File: config.mk
export PLATFORM = sky130hd
export DESIGN_NAME = gas_baseline_iaq_tracker
export DESIGN_NICKNAME = d
export VERILOG_FILES = /design/src/sv/gbit_pkg.sv /design/src/sv/gas_baseline_iaq_tracker.sv /design/src/sv/gbit_div.sv /design/src/sv/gbit_dp.sv /design/src/sv/gbit_ctrl.sv
export SDC_FILE = /design/constraint.sdc
export NUM_CORES = 2
export LEC_CHECK = 0
export BUFFER_PORTS_ARGS = -buffer_cell sky130_fd_sc_hd__buf_2
export CORE_MARGIN = 3
export CORE_UTILIZATION = 45
export CTS_BUF_LIST = sky130_fd_sc_hd__clkbuf_8
export DETAILED_ROUTE_END_ITERATION = 7
export PLACE_DENSITY_LB_ADDON = 0.2
export REMOVE_ABC_BUFFERS = 1
export SYNTH_ARGS = -nofsm -noshare
export SYNTH_HDL_FRONTEND = slang
export SYNTH_SLANG_ARGS = --single-unit
File: constraint.sdc
create_clock -name clk -period 10.1 [get_ports clk]
set_input_delay 0.505 -clock clk [delete_from_list [all_inputs] [get_ports clk]]
set_output_delay 0.505 -clock clk [all_outputs]
set_load 0.01 [all_outputs]
File: src/sv/gbit_pkg.sv
// Shared types and constants for the gas baseline IAQ tracker.
package gbit_pkg;
	localparam logic [1:0] REQ_SAMPLE = 2'd0;
	localparam logic [1:0] REQ_SEED   = 2'd1;
	localparam logic [1:0] REQ_CLOCK  = 2'd2;
	localparam logic [1:0] REQ_NONE   = 2'd3;
	localparam logic [12:0] GAS_FULL    = 13'd7500;
	localparam logic [11:0] HUM_FULL    = 12'd2500;
	localparam logic [13:0] SCORE_TOTAL = 14'd10000;
	localparam logic [13:0] HUM_TOP     = 14'd10000;
	localparam logic [12:0] IAQ_MAX     = 13'd5000;
	localparam logic [31:0] AGE_DEFAULT = 32'd604800;
	localparam logic [13:0] OPT_DEFAULT = 14'd4000;
	localparam logic CFG_MAX_AGE = 1'b0;
	localparam logic CFG_HUM_OPT = 1'b1;

	typedef struct packed {
		logic clr;     // clear max, start scan
		logic step;    // advance scan one entry
		logic div_go;  // start division
		logic div_sel; // 0 gas, 1 humidity
		logic fin;     // form iaq
	} gbit_cmd_t;

	typedef struct packed {
		logic scan_done;
		logic div_done;
	} gbit_sts_t;
endpackage

File: src/sv/gas_baseline_iaq_tracker.sv
// Top level of the gas baseline IAQ tracker.
// One beat at a time; the window scan and, for samples only, two 48-step serial divisions set the pace.
// Output beat is held until taken; the next input beat can be accepted from the cycle after that.
// Reset clears the window (entry valid bits), counters, flags and loads register defaults.
module gas_baseline_iaq_tracker import gbit_pkg::*; #(
	parameter int WINDOW = 60
) (
	input  logic        clk,
	input  logic        arst_n,
	input  logic        in_valid,
	output logic        in_ready,
	input  logic [1:0]  req_type,
	input  logic [31:0] gas_ohms,
	input  logic [13:0] humidity_centi,
	input  logic [31:0] seed_epoch,
	input  logic [31:0] now_epoch,
	output logic        out_valid,
	input  logic        out_ready,
	output logic [12:0] iaq_tenths,
	output logic [31:0] baseline,
	output logic        filling,
	output logic        discarded,
	input  logic        cfg_valid,
	output logic        cfg_ready,
	input  logic        cfg_index,
	input  logic [31:0] cfg_data
);
	logic [31:0] max_age_q;
	logic [13:0] hum_opt_q;
	gbit_cmd_t   cmd;
	gbit_sts_t   sts;
	logic        load, is_sample;

	assign cfg_ready = 1'b1;
	always_ff @(posedge clk or negedge arst_n) begin
		if (!arst_n) begin
			max_age_q <= AGE_DEFAULT;
			hum_opt_q <= OPT_DEFAULT;
		end else if (cfg_valid) begin
			if (cfg_index == CFG_MAX_AGE) max_age_q <= cfg_data;
			else hum_opt_q <= cfg_data[13:0];
		end
	end

	gbit_ctrl u_ctrl (
		.clk, .arst_n, .in_valid, .in_ready, .out_valid, .out_ready,
		.is_sample, .sts, .cmd, .load
	);

	gbit_dp #(.WINDOW(WINDOW)) u_dp (
		.clk, .arst_n, .load, .req_type, .gas_ohms, .humidity_centi,
		.seed_epoch, .now_epoch, .max_age(max_age_q), .hum_opt(hum_opt_q),
		.cmd, .sts, .iaq_tenths, .baseline, .filling, .discarded, .is_sample
	);
endmodule

File: src/sv/gbit_div.sv
// Serial restoring divider, one quotient bit per cycle.
module gbit_div import gbit_pkg::*; (
	input  logic        clk,
	input  logic        arst_n,
	input  logic        go,
	input  logic [47:0] num,
	input  logic [31:0] den,
	output logic [47:0] quo,
	output logic        done
);
	logic [5:0]  cnt_q;
	logic        busy_q;
	logic [32:0] rem_q;
	logic [47:0] quo_q;
	logic [31:0] den_q;
	logic [32:0] trial;

	assign trial = {rem_q[31:0], quo_q[47]};

	always_ff @(posedge clk or negedge arst_n) begin
		if (!arst_n) begin
			busy_q <= 1'b0;
			cnt_q  <= '0;
			done   <= 1'b0;
		end else begin
			done <= 1'b0;
			if (go) begin
				busy_q <= 1'b1;
				cnt_q  <= 6'd47;
			end else if (busy_q) begin
				if (cnt_q == 6'd0) begin
					busy_q <= 1'b0;
					done   <= 1'b1;
				end
				cnt_q <= cnt_q - 6'd1;
			end
		end
	end

	always_ff @(posedge clk) begin
		if (go) begin
			rem_q <= '0;
			quo_q <= num;
			den_q <= den;
		end else if (busy_q) begin
			if (trial >= {1'b0, den_q}) begin
				rem_q <= trial - {1'b0, den_q};
				quo_q <= {quo_q[46:0], 1'b1};
			end else begin
				rem_q <= trial;
				quo_q <= {quo_q[46:0], 1'b0};
			end
		end
	end

	assign quo = quo_q;
endmodule

File: src/sv/gbit_dp.sv
// Datapath: window store, state registers, scan and score arithmetic.
module gbit_dp import gbit_pkg::*; #(
	parameter int WINDOW = 60
) (
	input  logic        clk,
	input  logic        arst_n,
	input  logic        load,
	input  logic [1:0]  req_type,
	input  logic [31:0] gas_ohms,
	input  logic [13:0] humidity_centi,
	input  logic [31:0] seed_epoch,
	input  logic [31:0] now_epoch,
	input  logic [31:0] max_age,
	input  logic [13:0] hum_opt,
	input  gbit_cmd_t   cmd,
	output gbit_sts_t   sts,
	output logic [12:0] iaq_tenths,
	output logic [31:0] baseline,
	output logic        filling,
	output logic        discarded,
	output logic        is_sample
);
	localparam int AW = $clog2(WINDOW);
	localparam int CW = $clog2(WINDOW + 1);
	localparam logic [CW-1:0] WFULL = CW'(WINDOW);

	logic [31:0]   mem [WINDOW];
	logic [WINDOW-1:0] vld_q;   // entry holds non-zero-reset data
	logic [CW-1:0] fill_q;
	logic [AW-1:0] wpos_q;
	logic          rest_q, agechk_q;
	logic [31:0]   repoch_q;
	logic [1:0]    req_q;
	logic [31:0]   gas_q;
	logic [13:0]   hum_q;
	logic [31:0]   max_q;
	logic [CW-1:0] sidx_q;
	logic [31:0]   rd_q;
	logic          rdv_q;
	logic          disc_q;
	logic [12:0]   g_q;
	logic [11:0]   h_q;
	logic [12:0]   iaq_q;
	logic [47:0]   dnum;
	logic [31:0]   dden;
	logic [47:0]   dquo;
	logic          ddone;
	logic [31:0]   gmin;
	logic          hzero;
	logic [14:0]   sum;

	// Seed fill is a sweep: write fill value on scan steps when seeding.
	logic          seeding_q;
	logic [31:0]   seedval_q;

	always_ff @(posedge clk or negedge arst_n) begin
		if (!arst_n) begin
			fill_q   <= '0;
			wpos_q   <= '0;
			rest_q   <= 1'b0;
			agechk_q <= 1'b0;
			repoch_q <= '0;
			vld_q    <= '0;
			disc_q   <= 1'b0;
			seeding_q <= 1'b0;
		end else if (load) begin
			disc_q    <= 1'b0;
			seeding_q <= 1'b0;
			case (req_type)
				REQ_SAMPLE: begin
					vld_q[wpos_q] <= 1'b1;
					wpos_q <= (wpos_q == AW'(WINDOW - 1)) ? '0 : wpos_q + AW'(1);
					if (fill_q < WFULL) fill_q <= fill_q + CW'(1);
				end
				REQ_SEED: begin
					if (gas_ohms != 32'd0) begin
						vld_q     <= '1;
						fill_q    <= WFULL;
						wpos_q    <= '0;
						rest_q    <= 1'b1;
						repoch_q  <= seed_epoch;
						seeding_q <= 1'b1;
					end
				end
				REQ_CLOCK: begin
					if (now_epoch != 32'd0 && !agechk_q && rest_q) begin
						agechk_q <= 1'b1;
						if (repoch_q != 32'd0 && now_epoch >= repoch_q &&
							now_epoch - repoch_q > max_age) begin
							vld_q  <= '0;
							fill_q <= '0;
							wpos_q <= '0;
							rest_q <= 1'b0;
							disc_q <= 1'b1;
						end
					end
				end
				default: begin
				end
			endcase
		end
	end

	always_ff @(posedge clk) begin
		if (load) begin
			req_q     <= req_type;
			gas_q     <= gas_ohms;
			hum_q     <= humidity_centi;
			seedval_q <= gas_ohms;
			if (req_type == REQ_SAMPLE) mem[wpos_q] <= gas_ohms;
		end else if (seeding_q && cmd.step && sidx_q < WFULL) begin
			mem[sidx_q[AW-1:0]] <= seedval_q;
		end
	end

	// scan: read one entry per step, registered read data
	always_ff @(posedge clk) begin
		if (cmd.clr) begin
			sidx_q <= '0;
			max_q  <= '0;
			rdv_q  <= 1'b0;
		end else if (cmd.step) begin
			if (sidx_q < WFULL) begin
				rd_q   <= seeding_q ? seedval_q : mem[sidx_q[AW-1:0]];
				rdv_q  <= (sidx_q < fill_q) && vld_q[sidx_q[AW-1:0]];
				sidx_q <= sidx_q + CW'(1);
			end else begin
				rdv_q <= 1'b0;
			end
			if (rdv_q && rd_q > max_q) max_q <= rd_q;
		end
	end
	assign sts.scan_done = (sidx_q == WFULL) && !rdv_q;

	assign gmin  = (gas_q > max_q) ? max_q : gas_q;
	assign hzero = hum_q >= HUM_TOP;
	always_comb begin
		if (!cmd.div_sel) begin
			dnum = 48'(gmin) * 48'(GAS_FULL);
			dden = max_q;
		end else if (hum_q >= hum_opt) begin
			dnum = 48'(HUM_TOP - hum_q) * 48'(HUM_FULL);
			dden = 32'(HUM_TOP - hum_opt);
		end else begin
			dnum = 48'(hum_q) * 48'(HUM_FULL);
			dden = 32'(hum_opt);
		end
	end

	gbit_div u_div (
		.clk(clk), .arst_n(arst_n), .go(cmd.div_go),
		.num(dnum), .den(dden), .quo(dquo), .done(ddone)
	);
	assign sts.div_done = ddone;

	always_ff @(posedge clk) begin
		if (ddone) begin
			if (!cmd.div_sel) g_q <= dquo[12:0];
			else if (hzero && hum_q >= hum_opt) h_q <= '0;
			else h_q <= (dquo > 48'(HUM_FULL)) ? HUM_FULL : dquo[11:0];
		end
	end

	assign sum = 15'(g_q) + 15'(h_q);
	always_ff @(posedge clk) begin
		if (load) iaq_q <= '0;
		else if (cmd.fin) begin
			if (max_q == 32'd0 || sum >= 15'(SCORE_TOTAL)) iaq_q <= '0;
			else iaq_q <= 13'((15'(SCORE_TOTAL) - sum) >> 1);
		end
	end

	assign iaq_tenths = (iaq_q > IAQ_MAX) ? IAQ_MAX : iaq_q;
	assign baseline   = max_q;
	assign filling    = fill_q < WFULL;
	assign discarded  = disc_q;
	assign is_sample  = req_q == REQ_SAMPLE;
endmodule

File: src/sv/gbit_ctrl.sv
// Controller: sequences scan, divisions and result hand-off.
module gbit_ctrl import gbit_pkg::*; (
	input  logic      clk,
	input  logic      arst_n,
	input  logic      in_valid,
	output logic      in_ready,
	output logic      out_valid,
	input  logic      out_ready,
	input  logic      is_sample,
	input  gbit_sts_t sts,
	output gbit_cmd_t cmd,
	output logic      load
);
	typedef enum logic [2:0] {S_IDLE, S_SCAN, S_DGAS, S_WGAS, S_DHUM, S_WHUM, S_FIN, S_OUT}
		state_t;
	state_t state_q;

	assign in_ready  = state_q == S_IDLE;
	assign load      = in_valid && in_ready;
	assign out_valid = state_q == S_OUT;

	always_comb begin
		cmd = '0;
		cmd.clr     = load;
		cmd.step    = state_q == S_SCAN;
		cmd.div_go  = state_q == S_DGAS || state_q == S_DHUM;
		cmd.div_sel = state_q == S_DHUM || state_q == S_WHUM;
		cmd.fin     = state_q == S_FIN;
	end

	always_ff @(posedge clk or negedge arst_n) begin
		if (!arst_n) state_q <= S_IDLE;
		else begin
			case (state_q)
				S_IDLE: if (load) state_q <= S_SCAN;
				S_SCAN: if (sts.scan_done) state_q <= is_sample ? S_DGAS : S_OUT;
				S_DGAS: state_q <= S_WGAS;
				S_WGAS: if (sts.div_done) state_q <= S_DHUM;
				S_DHUM: state_q <= S_WHUM;
				S_WHUM: if (sts.div_done) state_q <= S_FIN;
				S_FIN:  state_q <= S_OUT;
				S_OUT:  if (out_ready) state_q <= S_IDLE;
				default: state_q <= S_IDLE;
			endcase
		end
	end

	a_one_side: assert property (@(posedge clk) disable iff (!arst_n) !(in_ready && out_valid))
		else $error("input and output beat open together");
	a_load_scan: assert property (@(posedge clk) disable iff (!arst_n) load |=> state_q == S_SCAN)
		else $error("accepted beat did not start scan");
	a_div_ok: assert property (@(posedge clk) disable iff (!arst_n)
		sts.div_done |-> (state_q == S_WGAS || state_q == S_WHUM))
		else $error("division finished outside wait state");
endmodule
==> impl_metrics.toml <==
[run_status]
status = "complete, no violations"

[floorplan]
dieHeight_um = 505.3
effective_utilization_at_floorplan = 0.4545
design.die.area_um2 = 255300
die_x_um = 505.3
floorplan.rows = 182
io_pins = 200
floorplan.core_area_um2 = 246800

[routing]
vias = 65210
routed_via_density = 5.763
wl_um = 295000
routedWlPerCell_um = 26.07
first_iter_violations = 6336
route.antenna.remaining_nets = 0
drt_drc_violations_left = 0
drt_pre_antenna_iters = 7

[clock_network]
numClockSinks = 2354
clock_tree.htree_level_count = 5
ctsLongestPathBuffers = 4
clk_transition_reported_paths_ns = 0.06
post_cts_setup_buffer_count = 0
clk_root_buffer_cell = "sky130_fd_sc_hd__clkbuf_8"
clk-insertion-delay-late_ns = 1.10
clock_tree_from_tritoncts = "yes"
tritoncts.num_buffers = 399

[synth]
seq_area_frac_synth = 0.6154
synth.lib_cells_used.distinct = 89
synth.cell_area_um2 = 112200
synth.area.top_cells = "sky130_fd_sc_hd__edfxtp_1 (56%), sky130_fd_sc_hd__mux4_2 (13%), sky130_fd_sc_hd__ha_1 (5.1%), sky130_fd_sc_hd__fa_1 (3.7%), sky130_fd_sc_hd__dfrtp_1 (3.4%)"
synth_enable_flop_cells = 2105
postSynthRegisterBits = 2354
synth_top_area_share = 0.5634
most_numerous_cell_in_the_yosys_netlist = "sky130_fd_sc_hd__edfxtp_1"
synthDominantAreaCellType = "sky130_fd_sc_hd__edfxtp_1"
synthArstFlopShare = 0.07009
postSynth.topFlopCell = "sky130_fd_sc_hd__edfxtp_1"
ys_top_cells_by_count = "sky130_fd_sc_hd__edfxtp_1 (2105), sky130_fd_sc_hd__mux4_2 (627), sky130_fd_sc_hd__inv_1 (612)"
yosysWarnings = 0
postSynthAreaPerCell_um2 = 15.64
synthCells = 7172

[setup_path]
cpLargestDelayFamily = "adder cells"
critical-path-slowest-cell = "sky130_fd_sc_hd__a21oi_4"
crit_path_max_fo = 32
worstSetupPathType = "flop to flop"
cp_data_arrival_time_ns = 9.74
worst_ep_required_time_ns = 10.88
cp.buffers_inverters = 5
timing.rr.start = "u_dp.baseline[28]"
ff2ff_path_depth = 25
crit_path_max_incr_delay_ns = 0.71
critPathCaptureType = "flop"
start_kind = "flop"
cp_common_cell = "sky130_fd_sc_hd__fa_1"
r2r_slack_ns = 1.14
worstReg2RegEnd = "u_dp.u_div.quo[41]"

[global_route]
grt-ovfl-total = 0
vias_in_the_first_global_route = 66510
groute.usage.overall = 0.2291
grt_pass1_wl_um = 438000
grt_start_max_net_pins = 135
number_of_antenna_violations_at_the_first_check_in_global_routing = 22

[timing]
timing_hold_violations_final = 0
fmax_mhz = 111.6
maxSlewHeadroom = 0.1344
slew_violations = 0
fin_setup_tns_ns = 0
layout_min_cycle_time_ns = 8.963
timing_worst_slew_pin_value_ns = 1.291
finalCritPeriodShare = 0.8874
finalHoldWorstSlack_ns = 0.08011
grt_setup_unrepaired = "no"
count_of_final_setup_violators = 0
fin_worst_skew_ns = 0.1300

[placed_design]
dp_hpwl_um = 186600
port_buffers = 198
gp_routability_congestion = 0.9285
placedInstanceArea_um2 = 117700

[cells_and_area]
drive_above_1_share = 0.2098
area.growth.synth_to_final_pct = 12.23
utilization = 0.5101
final_design_area_no_fill_um2 = 125900
fillers = 20660
num-nets-final = 8514

[min_path]
worst_hold_path.num_cells = 5
path_category_of_the_worst_min_delay_check = "primary input to flop"
destination_of_the_worst_hold_path = "u_dp.agechk_q"
holdCritStartpoint = "now_epoch[16]"

[run]
maxCapViolCount = 0

[power]
p_per_area_nw_per_um2 = 149.7
report.power.total_w = 0.01885
max-vdd-ir-drop_mv = 0.1518
power.leakage_nw = 47.36
-- tightest hold or removal path: stages --
cell and delay (ns):
sky130_fd_sc_hd__buf_2 0.09, sky130_fd_sc_hd__nor4_1 0.05, sky130_fd_sc_hd__nand4_1 0.13, sky130_fd_sc_hd__o21ai_0 0.14, sky130_fd_sc_hd__o21bai_1 0.15
-- timing repair --
item,in CTS,in global routing
hold buffers,116,0
endpoints found under the hold margin,205,0
gates resized for setup,0,0
-- cell usage in the layout, fill, tap and decap left out, types with 23 or more instances in the layout --
master                             n
sky130_fd_sc_hd__edfxtp_1       2105
sky130_fd_sc_hd__inv_1           778
sky130_fd_sc_hd__mux4_2          627
sky130_fd_sc_hd__ha_1            456
sky130_fd_sc_hd__nand2_1         443
sky130_fd_sc_hd__clkbuf_8        413
sky130_fd_sc_hd__a21oi_1         305
sky130_fd_sc_hd__o21ai_0         270
sky130_fd_sc_hd__nor2_1          233
sky130_fd_sc_hd__fa_1            207
sky130_fd_sc_hd__buf_2           197
sky130_fd_sc_hd__dfrtp_1         152
sky130_fd_sc_hd__xnor2_1         123
sky130_fd_sc_hd__a21o_1          122
sky130_fd_sc_hd__dlygate4sd3_1   116
sky130_fd_sc_hd__buf_4           108
sky130_fd_sc_hd__mux2_2          105
sky130_fd_sc_hd__nand3_1         100
sky130_fd_sc_hd__mux2i_1          87
sky130_fd_sc_hd__dfxtp_1          78
sky130_fd_sc_hd__nor2_4           63
sky130_fd_sc_hd__clkinv_1         61
sky130_fd_sc_hd__xor2_1           58
sky130_fd_sc_hd__nor3_1           55
sky130_fd_sc_hd__nand4_1          50
sky130_fd_sc_hd__nor4_1           47
sky130_fd_sc_hd__o21a_1           40
sky130_fd_sc_hd__and2_1           35
sky130_fd_sc_hd__a211oi_1         35
sky130_fd_sc_hd__clkinv_2         32
sky130_fd_sc_hd__nand2_2          31
sky130_fd_sc_hd__and3_1           29
sky130_fd_sc_hd__nor2b_1          28
sky130_fd_sc_hd__a31oi_1          28
sky130_fd_sc_hd__nand2b_1         27
sky130_fd_sc_hd__o21bai_1         24
sky130_fd_sc_hd__o31ai_1          23
sky130_fd_sc_hd__o211ai_1         23
-- flip-flops by register name, indices dropped and copies added (netlist names), 32 cells and up --
| name | count |
|---|---|
| u_dp.mem | 1920 |
| u_dp.vld_q | 60 |
| u_dp.u_div.quo | 48 |
| max_age_q | 32 |
| u_dp.baseline | 32 |
| u_dp.gas_q | 32 |
| u_dp.rd_q | 32 |
| u_dp.repoch_q | 32 |
| u_dp.u_div.den_q | 32 |
| u_dp.u_div.rem_q | 32 |
-- where the power goes --
part	internal [W]	switching, W	leakage [nW]
sequential	0.0106	0.0000203	21.7
clock	0.00394	0.00375	4.21
combinational	0.000167	0.000347	21.5
total	0.0147	0.00411	47.4
-- layer usage --
layer	GRT usage	wire length (um)
met4	0.06738	8006
met5	0	20
met3	0.03476	17730
met2	0.3759	144000
met1	0.3182	125200
-- how the worst max path moves through the flow --
stage / cells after the start / endpoint / startpoint / slack (ns)
floorplan: 5 / u_dp.mem[17][0] / u_dp.sidx_q[0] / -13.70
global placement: 26 / u_dp.u_div.quo[43] / u_dp.baseline[28] / 1.32
detailed placement: 25 / u_dp.u_div.quo[41] / u_dp.baseline[28] / 1.16
CTS: 25 / u_dp.u_div.quo[41] / u_dp.baseline[28] / 1.11
global route: 26 / u_dp.u_div.quo[41] / u_dp.baseline[27] / 0.54
finish: 25 / u_dp.u_div.quo[41] / u_dp.baseline[28] / 1.14
-- cell families after synthesis --
group,after synthesis,share of synthesized area
AO/OA/AOI/OAI,1030,0.05780
multiplexers,819,0.1442
adder cells (fa/ha/maj),663,0.08779
flip-flops,2354,0.6154
other,2,0.00006694
AND/OR/NAND/NOR,1207,0.04902
buffers and inverters,916,0.03165
XOR/XNOR,181,0.01413
-- per-stage QoR --
stage / cells / setup WS [ns]
2_1_floorplan: 6871 / -13.70
3_3_place_gp: 10500 / 1.323
3_5_place_dp: 10500 / 1.163
4_1_cts: 11300 / 1.112
5_1_grt: 11310 / 0.5385
6_report: 11320 / 1.137
-- area by class of cell --
class	count	area, um2	share of cell area
clock buffers	413	5684	0.04515
inverters	615	2311	0.01835
repair buffers	429	3109	0.02469
multi-input cells	3902	40240	0.3196
well taps	3312	4144	0.03291
clock inverters	279	1335	0.01060
flip-flops and latches	2354	69060	0.5485
diodes	11	27.53	0.0002186
No activity file was read; power rests on OpenSTA's default activity.
